File: config.mk
export PLATFORM = sky130hd
export DESIGN_NAME = hsv_to_rgb_converter
export DESIGN_NICKNAME = d
export VERILOG_FILES = /design/src/h2r_pkg.sv /design/src/hsv_to_rgb_converter.sv /design/src/h2r_front.sv /design/src/h2r_queue.sv /design/src/h2r_back.sv
export SDC_FILE = /design/constraint.sdc
export NUM_CORES = 2
export LEC_CHECK = 0
export ABC_AREA = 1
export BUFFER_PORTS_ARGS = -buffer_cell sky130_fd_sc_hd__buf_2
export CAP_MARGIN = 20
export CORE_ASPECT_RATIO = 1.25
export CORE_UTILIZATION = 41
export CTS_CLUSTER_SIZE = 20
export DETAILED_ROUTE_END_ITERATION = 10
export PLACE_DENSITY_LB_ADDON = 0.25
export SLEW_MARGIN = 20
export SYNTH_ARGS = -nofsm -noshare
export SYNTH_HDL_FRONTEND = slang
export SYNTH_SLANG_ARGS = --single-unit
export TNS_END_PERCENT = 5
File: constraint.sdc
create_clock -name clk -period 7.5 [get_ports clk]
set_input_delay 0.75 -clock clk [delete_from_list [all_inputs] [get_ports clk]]
set_output_delay 0.75 -clock clk [all_outputs]
set_load 0.005 [all_outputs]
File: src/h2r_pkg.sv
// Shared types and constants for the HSV to RGB color converter.
`timescale 1ns / 1ps

package h2r_pkg;

  // Field widths of the pixel channels.
  localparam int HUE_W = 13;
  localparam int CH_W  = 8;

  // Default hue resolution: fraction bits of one degree.
  localparam int HUE_FRAC_BITS_DEF = 4;

  // Angles in whole degrees and the full channel scale.
  localparam int SECTOR_DEG = 60;
  localparam int CIRCLE_DEG = 360;
  localparam int CH_MAX     = 255;

  // One sector is 15 << (HUE_FRAC_BITS + 2) hue units, so dividing by 255 * D
  // is a right shift followed by a divide by 255 * 15.
  localparam int SECTOR_SHIFT_BASE = 2;
  localparam int QT_DIV            = 3825;

  // Reciprocal divide by 3825 for a 20-bit dividend: estimate, then one fixup.
  localparam int QT_N_W    = 20;
  localparam int QT_MUL    = 274;
  localparam int QT_MUL_W  = 9;
  localparam int QT_SHIFT  = 20;
  localparam int QT_REM_W  = 21;

  // Reciprocal divide by 255 for a 16-bit dividend: estimate, then one fixup.
  localparam int P_MUL     = 257;
  localparam int P_MUL_W   = 9;
  localparam int P_SHIFT   = 16;

  // Entries in the queue between the front and back parts.
  localparam int QUEUE_DEPTH = 2;

  // Hue sectors, named after the color at the start of each sector.
  typedef enum logic [2:0] {
    SEC_RED     = 3'd0,
    SEC_YELLOW  = 3'd1,
    SEC_GREEN   = 3'd2,
    SEC_CYAN    = 3'd3,
    SEC_BLUE    = 3'd4,
    SEC_MAGENTA = 3'd5
  } sector_t;

  // Input request.
  typedef struct packed {
    logic [HUE_W-1:0] hue;
    logic [CH_W-1:0]  saturation;
    logic [CH_W-1:0]  value;
  } hsv_t;

  // Output request.
  typedef struct packed {
    logic [CH_W-1:0] red;
    logic [CH_W-1:0] green;
    logic [CH_W-1:0] blue;
  } rgb_t;

  // Classified pixel handed from the front part to the back part.
  typedef struct packed {
    logic            grey;
    sector_t         sector;
    logic [CH_W-1:0] saturation;
    logic [CH_W-1:0] value;
  } job_t;

endpackage

File: src/hsv_to_rgb_converter.sv
// A request passes through the queue, then the back-part pipeline, to the output register.
// Throughput: one request per cycle while rgb_stall is low; the back part is a four-stage pipeline.
// A two-entry queue between front and back lets either side stall on its own.
// Reset (synchronous, active high) empties the queue and clears all pipeline valids.
// Nothing is kept between requests, so no clearing pass is needed after reset.
`timescale 1ns / 1ps

module hsv_to_rgb_converter #(
  parameter int HUE_FRAC_BITS = h2r_pkg::HUE_FRAC_BITS_DEF
) (
  input  logic          clk,
  input  logic          rst,
  input  logic          hsv_valid,
  output logic          hsv_stall,
  input  h2r_pkg::hsv_t hsv,
  output logic          rgb_valid,
  input  logic          rgb_stall,
  output h2r_pkg::rgb_t rgb
);

  localparam int D     = h2r_pkg::SECTOR_DEG << HUE_FRAC_BITS;
  localparam int REM_W = $clog2(D);
  localparam int JW    = $bits(h2r_pkg::job_t);
  localparam int QW    = JW + REM_W;

  logic               full;
  logic               push;
  h2r_pkg::job_t      job_f;
  logic [REM_W-1:0]   rem_f;
  logic [QW-1:0]      q_rdata;
  logic               avail;
  logic               pop;
  h2r_pkg::job_t      job_b;
  logic [REM_W-1:0]   rem_b;

  // Front part: classify each request.
  h2r_front #(
    .HUE_FRAC_BITS(HUE_FRAC_BITS)
  ) u_front (
    .clk       (clk),
    .rst       (rst),
    .hsv_valid (hsv_valid),
    .hsv_stall (hsv_stall),
    .hsv       (hsv),
    .full      (full),
    .push      (push),
    .job       (job_f),
    .rem       (rem_f)
  );

  // Queue between the two parts.
  h2r_queue #(
    .W(QW)
  ) u_queue (
    .clk   (clk),
    .rst   (rst),
    .push  (push),
    .wdata ({job_f, rem_f}),
    .full  (full),
    .pop   (pop),
    .rdata (q_rdata),
    .avail (avail)
  );

  assign job_b = h2r_pkg::job_t'(q_rdata[QW-1:REM_W]);
  assign rem_b = q_rdata[REM_W-1:0];

  // Back part: arithmetic pipeline and output register.
  h2r_back #(
    .HUE_FRAC_BITS(HUE_FRAC_BITS)
  ) u_back (
    .clk       (clk),
    .rst       (rst),
    .job       (job_b),
    .rem       (rem_b),
    .avail     (avail),
    .pop       (pop),
    .rgb_valid (rgb_valid),
    .rgb_stall (rgb_stall),
    .rgb       (rgb)
  );

endmodule

File: src/h2r_front.sv
// Front part: accepts HSV requests, wraps the hue and splits it into sector and remainder.
`timescale 1ns / 1ps

module h2r_front #(
  parameter int HUE_FRAC_BITS = h2r_pkg::HUE_FRAC_BITS_DEF
) (
  input  logic                   clk,
  input  logic                   rst,
  input  logic                   hsv_valid,
  output logic                   hsv_stall,
  input  h2r_pkg::hsv_t          hsv,
  input  logic                   full,
  output logic                   push,
  output h2r_pkg::job_t          job,
  output logic [$clog2(h2r_pkg::SECTOR_DEG << HUE_FRAC_BITS)-1:0] rem
);

  localparam int D      = h2r_pkg::SECTOR_DEG << HUE_FRAC_BITS;
  localparam int CIRCLE = h2r_pkg::CIRCLE_DEG << HUE_FRAC_BITS;
  localparam int REM_W  = $clog2(D);
  localparam int CIRC_W = $clog2(CIRCLE + 1);
  localparam int HW     = (CIRC_W > h2r_pkg::HUE_W) ? CIRC_W : h2r_pkg::HUE_W;

  logic [HW-1:0] hue_n;
  logic [HW-1:0] base;
  logic [2:0]    sec_cnt;

  // Stall only when the queue has no room.
  assign hsv_stall = full;
  assign push      = hsv_valid && !full;

  // Fold the hue into one circle: subtract a circle once, anything still out is zero.
  always_comb begin
    logic [HW-1:0] hue_a;
    hue_a = HW'(hsv.hue);
    if (hue_a >= HW'(CIRCLE)) begin
      hue_a = hue_a - HW'(CIRCLE);
    end
    if (hue_a >= HW'(CIRCLE)) begin
      hue_a = '0;
    end
    hue_n = hue_a;
  end

  // Sector search: five independent compares against the sector starts.
  always_comb begin
    base    = '0;
    sec_cnt = 3'd0;
    for (int k = 1; k <= 5; k++) begin
      if (hue_n >= HW'(k * D)) begin
        base    = HW'(k * D);
        sec_cnt = 3'(k);
      end
    end
  end

  // Classified request for the back part.
  assign rem            = REM_W'(hue_n - base);
  assign job.grey       = (hsv.saturation == '0);
  assign job.sector     = h2r_pkg::sector_t'(sec_cnt);
  assign job.saturation = hsv.saturation;
  assign job.value      = hsv.value;

  // The remainder always lies inside one sector.
  a_rem_in_sector: assert property (@(posedge clk) disable iff (rst)
    push |-> (HW'(rem) < HW'(D)))
    else $error("hue remainder outside its sector");

  // The sector start plus remainder rebuilds the folded hue.
  a_rem_rebuild: assert property (@(posedge clk) disable iff (rst)
    push |-> (base + HW'(rem) == hue_n && base == HW'(32'(sec_cnt) * D)))
    else $error("sector and remainder do not rebuild the hue");

endmodule

File: src/h2r_queue.sv
// Short queue that decouples the front part from the back part.
`timescale 1ns / 1ps

module h2r_queue #(
  parameter int W = 1
) (
  input  logic         clk,
  input  logic         rst,
  input  logic         push,
  input  logic [W-1:0] wdata,
  output logic         full,
  input  logic         pop,
  output logic [W-1:0] rdata,
  output logic         avail
);

  localparam int DEPTH = h2r_pkg::QUEUE_DEPTH;
  localparam int AW    = (DEPTH > 1) ? $clog2(DEPTH) : 1;
  localparam int CW    = $clog2(DEPTH + 1);

  logic [W-1:0]  mem [DEPTH];
  logic [AW-1:0] wr_ptr;
  logic [AW-1:0] rd_ptr;
  logic [CW-1:0] count;

  assign full  = (count == CW'(DEPTH));
  assign avail = (count != '0);
  assign rdata = mem[rd_ptr];

  // Storage is written at the tail.
  always_ff @(posedge clk) begin
    if (push) begin
      mem[wr_ptr] <= wdata;
    end
  end

  // Pointers wrap at the queue depth; the count tracks occupancy.
  always_ff @(posedge clk) begin
    if (rst) begin
      wr_ptr <= '0;
      rd_ptr <= '0;
      count  <= '0;
    end else begin
      if (push) begin
        wr_ptr <= (wr_ptr == AW'(DEPTH - 1)) ? '0 : wr_ptr + 1'b1;
      end
      if (pop) begin
        rd_ptr <= (rd_ptr == AW'(DEPTH - 1)) ? '0 : rd_ptr + 1'b1;
      end
      if (push && !pop) begin
        count <= count + 1'b1;
      end else if (pop && !push) begin
        count <= count - 1'b1;
      end
    end
  end

  // Occupancy never goes past the depth.
  a_count_bound: assert property (@(posedge clk) disable iff (rst)
    count <= CW'(DEPTH))
    else $error("queue count above depth");

  // A lone pop frees exactly one entry.
  a_pop_drains: assert property (@(posedge clk) disable iff (rst)
    (pop && !push) |=> (count == $past(count) - 1'b1))
    else $error("queue count did not drop after a pop");

endmodule

File: src/h2r_back.sv
// Back part: four-stage pipeline that forms p, q and t and arranges the channels.
`timescale 1ns / 1ps

module h2r_back #(
  parameter int HUE_FRAC_BITS = h2r_pkg::HUE_FRAC_BITS_DEF
) (
  input  logic                   clk,
  input  logic                   rst,
  input  h2r_pkg::job_t          job,
  input  logic [$clog2(h2r_pkg::SECTOR_DEG << HUE_FRAC_BITS)-1:0] rem,
  input  logic                   avail,
  output logic                   pop,
  output logic                   rgb_valid,
  input  logic                   rgb_stall,
  output h2r_pkg::rgb_t          rgb
);

  localparam int CH_W  = h2r_pkg::CH_W;
  localparam int D     = h2r_pkg::SECTOR_DEG << HUE_FRAC_BITS;
  localparam int REM_W = $clog2(D);
  localparam int DEN   = h2r_pkg::CH_MAX * D;
  localparam int DEN_W = $clog2(DEN + 1);
  localparam int SR_W  = CH_W + REM_W;
  localparam int NUM_W = CH_W + DEN_W;
  localparam int SHIFT = HUE_FRAC_BITS + h2r_pkg::SECTOR_SHIFT_BASE;
  localparam int PN_W  = 2 * CH_W;
  localparam int N_W   = h2r_pkg::QT_N_W;
  localparam int QP_W  = N_W + h2r_pkg::QT_MUL_W;
  localparam int PP_W  = PN_W + h2r_pkg::P_MUL_W;
  localparam int QR_W  = h2r_pkg::QT_REM_W;

  // Stage valids and the ready chain from the output backwards.
  logic v1, v2, v3;
  logic rdy1, rdy2, rdy3, rdy_o;

  assign rdy_o = !rgb_valid || !rgb_stall;
  assign rdy3  = !v3 || rdy_o;
  assign rdy2  = !v2 || rdy3;
  assign rdy1  = !v1 || rdy2;
  assign pop   = avail && rdy1;

  // Stage 1 registers: saturation products.
  logic                 g1;
  h2r_pkg::sector_t     sec1;
  logic [CH_W-1:0]      val1;
  logic [DEN_W-1:0]     srq1, srt1;
  logic [PN_W-1:0]      pn1;

  // Stage 2 registers: scaled numerators and the p estimate.
  logic                 g2;
  h2r_pkg::sector_t     sec2;
  logic [CH_W-1:0]      val2;
  logic [N_W-1:0]       nq2, nt2;
  logic [PN_W-1:0]      pn2;
  logic [CH_W-1:0]      pe2;

  // Stage 3 registers: q and t estimates, final p.
  logic                 g3;
  h2r_pkg::sector_t     sec3;
  logic [CH_W-1:0]      val3;
  logic [N_W-1:0]       nq3, nt3;
  logic [CH_W-1:0]      qe3, te3;
  logic [CH_W-1:0]      p3;

  // Stage 1 arithmetic: s * r, s * (D - r) and v * (255 - s).
  logic [SR_W-1:0] srq_w, srt_w;
  logic [PN_W-1:0] pn_w;

  assign srq_w = SR_W'(job.saturation) * SR_W'(rem);
  assign srt_w = SR_W'(job.saturation) * SR_W'(REM_W'(D) - rem);
  assign pn_w  = PN_W'(job.value) * PN_W'(CH_W'(h2r_pkg::CH_MAX) - job.saturation);

  // Stage 2 arithmetic: v times the q and t numerators, shifted down by the power of two.
  logic [NUM_W-1:0] nq_w, nt_w;
  logic [PP_W-1:0]  pp_w;

  assign nq_w = NUM_W'(val1) * NUM_W'(DEN_W'(DEN) - srq1);
  assign nt_w = NUM_W'(val1) * NUM_W'(DEN_W'(DEN) - srt1);
  assign pp_w = PP_W'(pn1) * PP_W'(h2r_pkg::P_MUL);

  // Stage 3 arithmetic: reciprocal estimates for q and t, fixup for p.
  logic [QP_W-1:0] qp_w, tp_w;
  logic [PN_W-1:0] pr_w;

  assign qp_w = QP_W'(nq2) * QP_W'(h2r_pkg::QT_MUL);
  assign tp_w = QP_W'(nt2) * QP_W'(h2r_pkg::QT_MUL);
  assign pr_w = pn2 - PN_W'(pe2) * PN_W'(h2r_pkg::CH_MAX);

  // Output stage: fixups for q and t, then the sector arrangement.
  logic [QR_W-1:0] qr_w, tr_w;
  logic [CH_W-1:0] q_w, t_w;
  h2r_pkg::rgb_t   rgb_next;

  assign qr_w = QR_W'(nq3) - QR_W'(qe3) * QR_W'(h2r_pkg::QT_DIV);
  assign tr_w = QR_W'(nt3) - QR_W'(te3) * QR_W'(h2r_pkg::QT_DIV);
  assign q_w  = qe3 + CH_W'(qr_w >= QR_W'(h2r_pkg::QT_DIV));
  assign t_w  = te3 + CH_W'(tr_w >= QR_W'(h2r_pkg::QT_DIV));

  always_comb begin
    if (g3) begin
      rgb_next = '{red: val3, green: val3, blue: val3};
    end else begin
      case (sec3)
        h2r_pkg::SEC_RED:    rgb_next = '{red: val3, green: t_w,  blue: p3};
        h2r_pkg::SEC_YELLOW: rgb_next = '{red: q_w,  green: val3, blue: p3};
        h2r_pkg::SEC_GREEN:  rgb_next = '{red: p3,   green: val3, blue: t_w};
        h2r_pkg::SEC_CYAN:   rgb_next = '{red: p3,   green: q_w,  blue: val3};
        h2r_pkg::SEC_BLUE:   rgb_next = '{red: t_w,  green: p3,   blue: val3};
        default:             rgb_next = '{red: val3, green: p3,   blue: q_w};
      endcase
    end
  end

  // Valid bits of the pipeline.
  always_ff @(posedge clk) begin
    if (rst) begin
      v1        <= 1'b0;
      v2        <= 1'b0;
      v3        <= 1'b0;
      rgb_valid <= 1'b0;
    end else begin
      if (rdy1) begin
        v1 <= avail;
      end
      if (rdy2) begin
        v2 <= v1;
      end
      if (rdy3) begin
        v3 <= v2;
      end
      if (rdy_o) begin
        rgb_valid <= v3;
      end
    end
  end

  // Payload registers move whenever their stage is free to take a request.
  always_ff @(posedge clk) begin
    if (rdy1) begin
      g1   <= job.grey;
      sec1 <= job.sector;
      val1 <= job.value;
      srq1 <= DEN_W'(srq_w);
      srt1 <= DEN_W'(srt_w);
      pn1  <= pn_w;
    end
    if (rdy2) begin
      g2   <= g1;
      sec2 <= sec1;
      val2 <= val1;
      nq2  <= N_W'(nq_w >> SHIFT);
      nt2  <= N_W'(nt_w >> SHIFT);
      pn2  <= pn1;
      pe2  <= CH_W'(pp_w >> h2r_pkg::P_SHIFT);
    end
    if (rdy3) begin
      g3   <= g2;
      sec3 <= sec2;
      val3 <= val2;
      nq3  <= nq2;
      nt3  <= nt2;
      qe3  <= CH_W'(qp_w >> h2r_pkg::QT_SHIFT);
      te3  <= CH_W'(tp_w >> h2r_pkg::QT_SHIFT);
      p3   <= pe2 + CH_W'(pr_w >= PN_W'(h2r_pkg::CH_MAX));
    end
    if (rdy_o) begin
      rgb <= rgb_next;
    end
  end

  // A request taken from the queue lands in the first stage.
  a_pop_loads: assert property (@(posedge clk) disable iff (rst)
    pop |=> v1)
    else $error("popped request lost before stage one");

  // A grey request leaves with three equal channels.
  a_grey_out: assert property (@(posedge clk) disable iff (rst)
    (v3 && rdy_o && g3) |=> (rgb.red == rgb.green && rgb.green == rgb.blue))
    else $error("grey request gave unequal channels");

endmodule
==> metrics.md <==
| Metric | Value |
|---|---|
| RSZ-0062 raised after global routing | `no` |
| Ports | `59` |
| Seq cells post-synth | `308` |
| Slew headroom | `35.6%` |
| Largest net degree at the start of global routing | `74` |
| Hold Crit Start | `hsv[2]` |
| Post-Syn Area | `40,900 um^2` |
| Worst EP required | `7.79 ns` |
| Pre-Repair DR Iteration Count | `7` |
| Pins Over Slew Limit | `0` |
| Routed WL per cell | `15.1 um` |
| Hold Slack | `0.365 ns` |
| Diodes inserted | `0` |
| Clock transition at path regs | `0.06 ns` |
| Total GRT Usage | `18.5%` |
| Worst Setup End Kind | `flip-flop` |
| Worst-Margin Slew | `0.966 ns` |
| Seq/Total Area, Yosys | `22.4%` |
| Fill cells | `9,668` |
| CTS tree | `yes` |
| Adder-Cell Fraction of Synth Area | `41.5%` |
| Vias in the first global route | `30,700` |
| Clock Skews | `0.0232 ns` |
| 1st-iter DRT viols | `1,412` |
| Later-pin clock latency in the skew report | `0.58 ns` |
| Xor and xnor area share after synthesis | `4.06%` |
| Die width | `285 um` |
| Worst Setup SP | `u_back.qe3[0]` |
| Hold Path Class | `in2reg` |
| Synth Area in Simple Gates | `13.9%` |
| Area of the core | `98,900 um^2` |
| CTS root buffer | `clkbuf_16` |
| Async SR Flop Fraction | `0%` |
| Most used DFF post-synth | `edfxtp_1` |
| Count of cell types in the netlist | `61` |
| Vias per cell | `4.91` |
| Fin nets | `5,758` |
| Largest family of logic cells by synthesized area | `adder cells` |
| R2R Path Start | `u_back.qe3[0]` |
| MaxCap Viol Count | `0` |
| FMAX | `152 MHz` |
| Syn_area_per_cell | `8.86 um^2` |
| DRC | `0` |
| Most frequent cells after synthesis | `inv_1, nand2_1, fa_1` |
| Compound-gate portion of the synthesized area | `7.02%` |
| Most common cell in the netlist | `inv_1` |
| Multi-input gate area | `27,300 um^2` |
| GPL Wtd Cong | `0.886` |
| # rows | `129` |
| Outcome | `completed` |
| PortBufs | `58` |
| CTS resizes | `0` |
| Area grow syn2layout | `7.62%` |
| First-pass GRT wire length | `152 mm` |
| Crit Path Class | `reg2reg` |
| Synth top area share | `26.3%` |
| Clk buf depth | `3` |
| Dpl cells | `5,960` |
| CTS H-Tree Depth | `2` |
| Chip height | `355 um` |
| Via Count | `29,600` |
| Hold_buf cts | `0` |
| Postcts setup bufs | `0` |
| Cells after Synth | `4,621` |
| CP max FO | `8` |
| Endpoints failing setup | `0` |
| Overflow left after global routing | `0` |
| Critical Path AT | `6.85 ns` |
| Share of post-route cells with drive strength above 1 | `4.63%` |
| Minimum clock period | `6.56 ns` |
| Synth warn | `0` |
| Core Util, Final | `44.5%` |
| Sum of negative setup slack | `0 ns` |
| Post-Synthesis Net Count | `5,690` |
| Worst setup SP type | `flip-flop` |
| WL final | `91.0 mm` |
| CTS buffer count | `37` |
| Final worst path period share | `87.5%` |
| Initial antenna violation count | `0` |
| Die area | `101,000 um^2` |
| Synth area leader | `fa_1` |
| Post-synthesis mux area share | `0.134%` |
| Clock sinks | `308` |
| Number of synthesized flops with an enable pin | `299` |
| DRT antenna net count | `0` |
| Initial Util | `41.4%` |
| Reg area | `9160 um^2` |
| Final Non-Filler Cells | `6,022` |
| Hpwl dp | `76.4 mm` |
| Final Hold Viols | `0` |
| Largest cells by area after synthesis | `fa_1, edfxtp_1, ha_1, inv_1, nand2_1` |
-- layout by cell type, fill, tap and decap left out, types with 11 or more instances in the layout --
| cell type | instances |
|---|---|
| xor2_1 | 114 |
| nand2_1 | 753 |
| buf_4 | 29 |
| o21ai_2 | 11 |
| a21o_1 | 16 |
| o21ai_1 | 17 |
| or2_2 | 13 |
| clkbuf_16 | 38 |
| nand3_1 | 105 |
| xnor2_1 | 74 |
| fa_1 | 538 |
| a21oi_1 | 217 |
| buf_2 | 58 |
| nand4_1 | 27 |
| o22ai_1 | 14 |
| clkinv_1 | 12 |
| nand2_2 | 11 |
| ha_1 | 498 |
| o21ai_0 | 150 |
| nor2_1 | 404 |
| inv_2 | 12 |
| o21bai_1 | 13 |
| nor3_1 | 30 |
| edfxtp_1 | 299 |
| inv_1 | 1111 |
-- through the flow --
stage,cell area [um^2],setup slack [ns]
6_report,44100,0.938
5_1_grt,44100,0.529
4_1_cts,44100,0.981
3_5_place_dp,42900,1.00
3_3_place_gp,42900,0.992
2_1_floorplan,40900,1.05
-- critical path, stage by stage, from the launching register on --
cell      delay (ns)
edfxtp_1        0.60
inv_1           0.18
fa_1            0.55
inv_1           0.05
fa_1            0.50
inv_1           0.06
fa_1            0.49
inv_1           0.06
fa_1            0.53
inv_1           0.04
ha_1            0.34
nand2_1         0.12
o21ai_0         0.31
a21oi_1         0.07
o211ai_1        0.21
xor2_1          0.17
nand3_1         0.09
nor2_1          0.11
nand3_1         0.13
ha_1            0.26
ha_1            0.19
inv_1           0.06
nor3_1          0.06
nand2_1         0.08
xor2_1          0.59
o221ai_1        0.20
a21oi_1         0.15
o21ai_0         0.10
-- metal layers --
layer | up-vias | share of wire [%] | track usage (%)
met2 | 524 | 52 | 34.3
met4 | 0 | 2.8 | 5.61
met5 | - | 0 | 0
li1 | 14500 | - | -
met3 | 121 | 3.2 | 1.69
met1 | 14400 | 42 | 22.5
-- final timing paths --
kind                            cells after the start  slack, ns                 end
worst max-delay path                               27       0.94      u_back.rgb[14]
worst min-delay path                                1       0.37  u_queue.mem[1][12]
worst max register to register                     27       0.94      u_back.rgb[14]
worst min register to register                      0       0.42      u_back.val3[1]
-- cell families after synthesis --
kind of cell / count (synthesis)
AO/OA/AOI/OAI: 504
adder cells (fa/ha/maj): 1036
flip-flops: 308
buffers and inverters: 1191
multiplexers: 5
AND/OR/NAND/NOR: 1388
XOR/XNOR: 189
-- final cells by class --
type / instances / share of cell area (%)
clock buffers: 42 / 2.19
clock inverters: 20 / 0.562
inverters: 1133 / 9.65
multi-input cells: 3122 / 61.9
flip-flops and latches: 308 / 20.8
well taps: 1310 / 3.72
repair buffers: 87 / 1.15
-- registers in the layout, indices dropped and copies added, names as in the netlist, 8 cells and up, named ones only --
signal       flops
u_back.pe2       8
u_back.p3        8
u_back.val2      8
u_back.pn1      16
u_back.val1      8
u_back.nt2      20
u_back.te3       8
u_back.nt3      20
u_back.pn2      16
u_back.srq1     17
u_queue.mem     60
u_back.val3      8
u_back.srt1     18
u_back.rgb      24
u_back.nq2      20
u_back.nq3      20
u_back.qe3       8
Power is not shown: default switching activity piles up to over one toggle a cycle in this logic, so the estimate is an artifact.
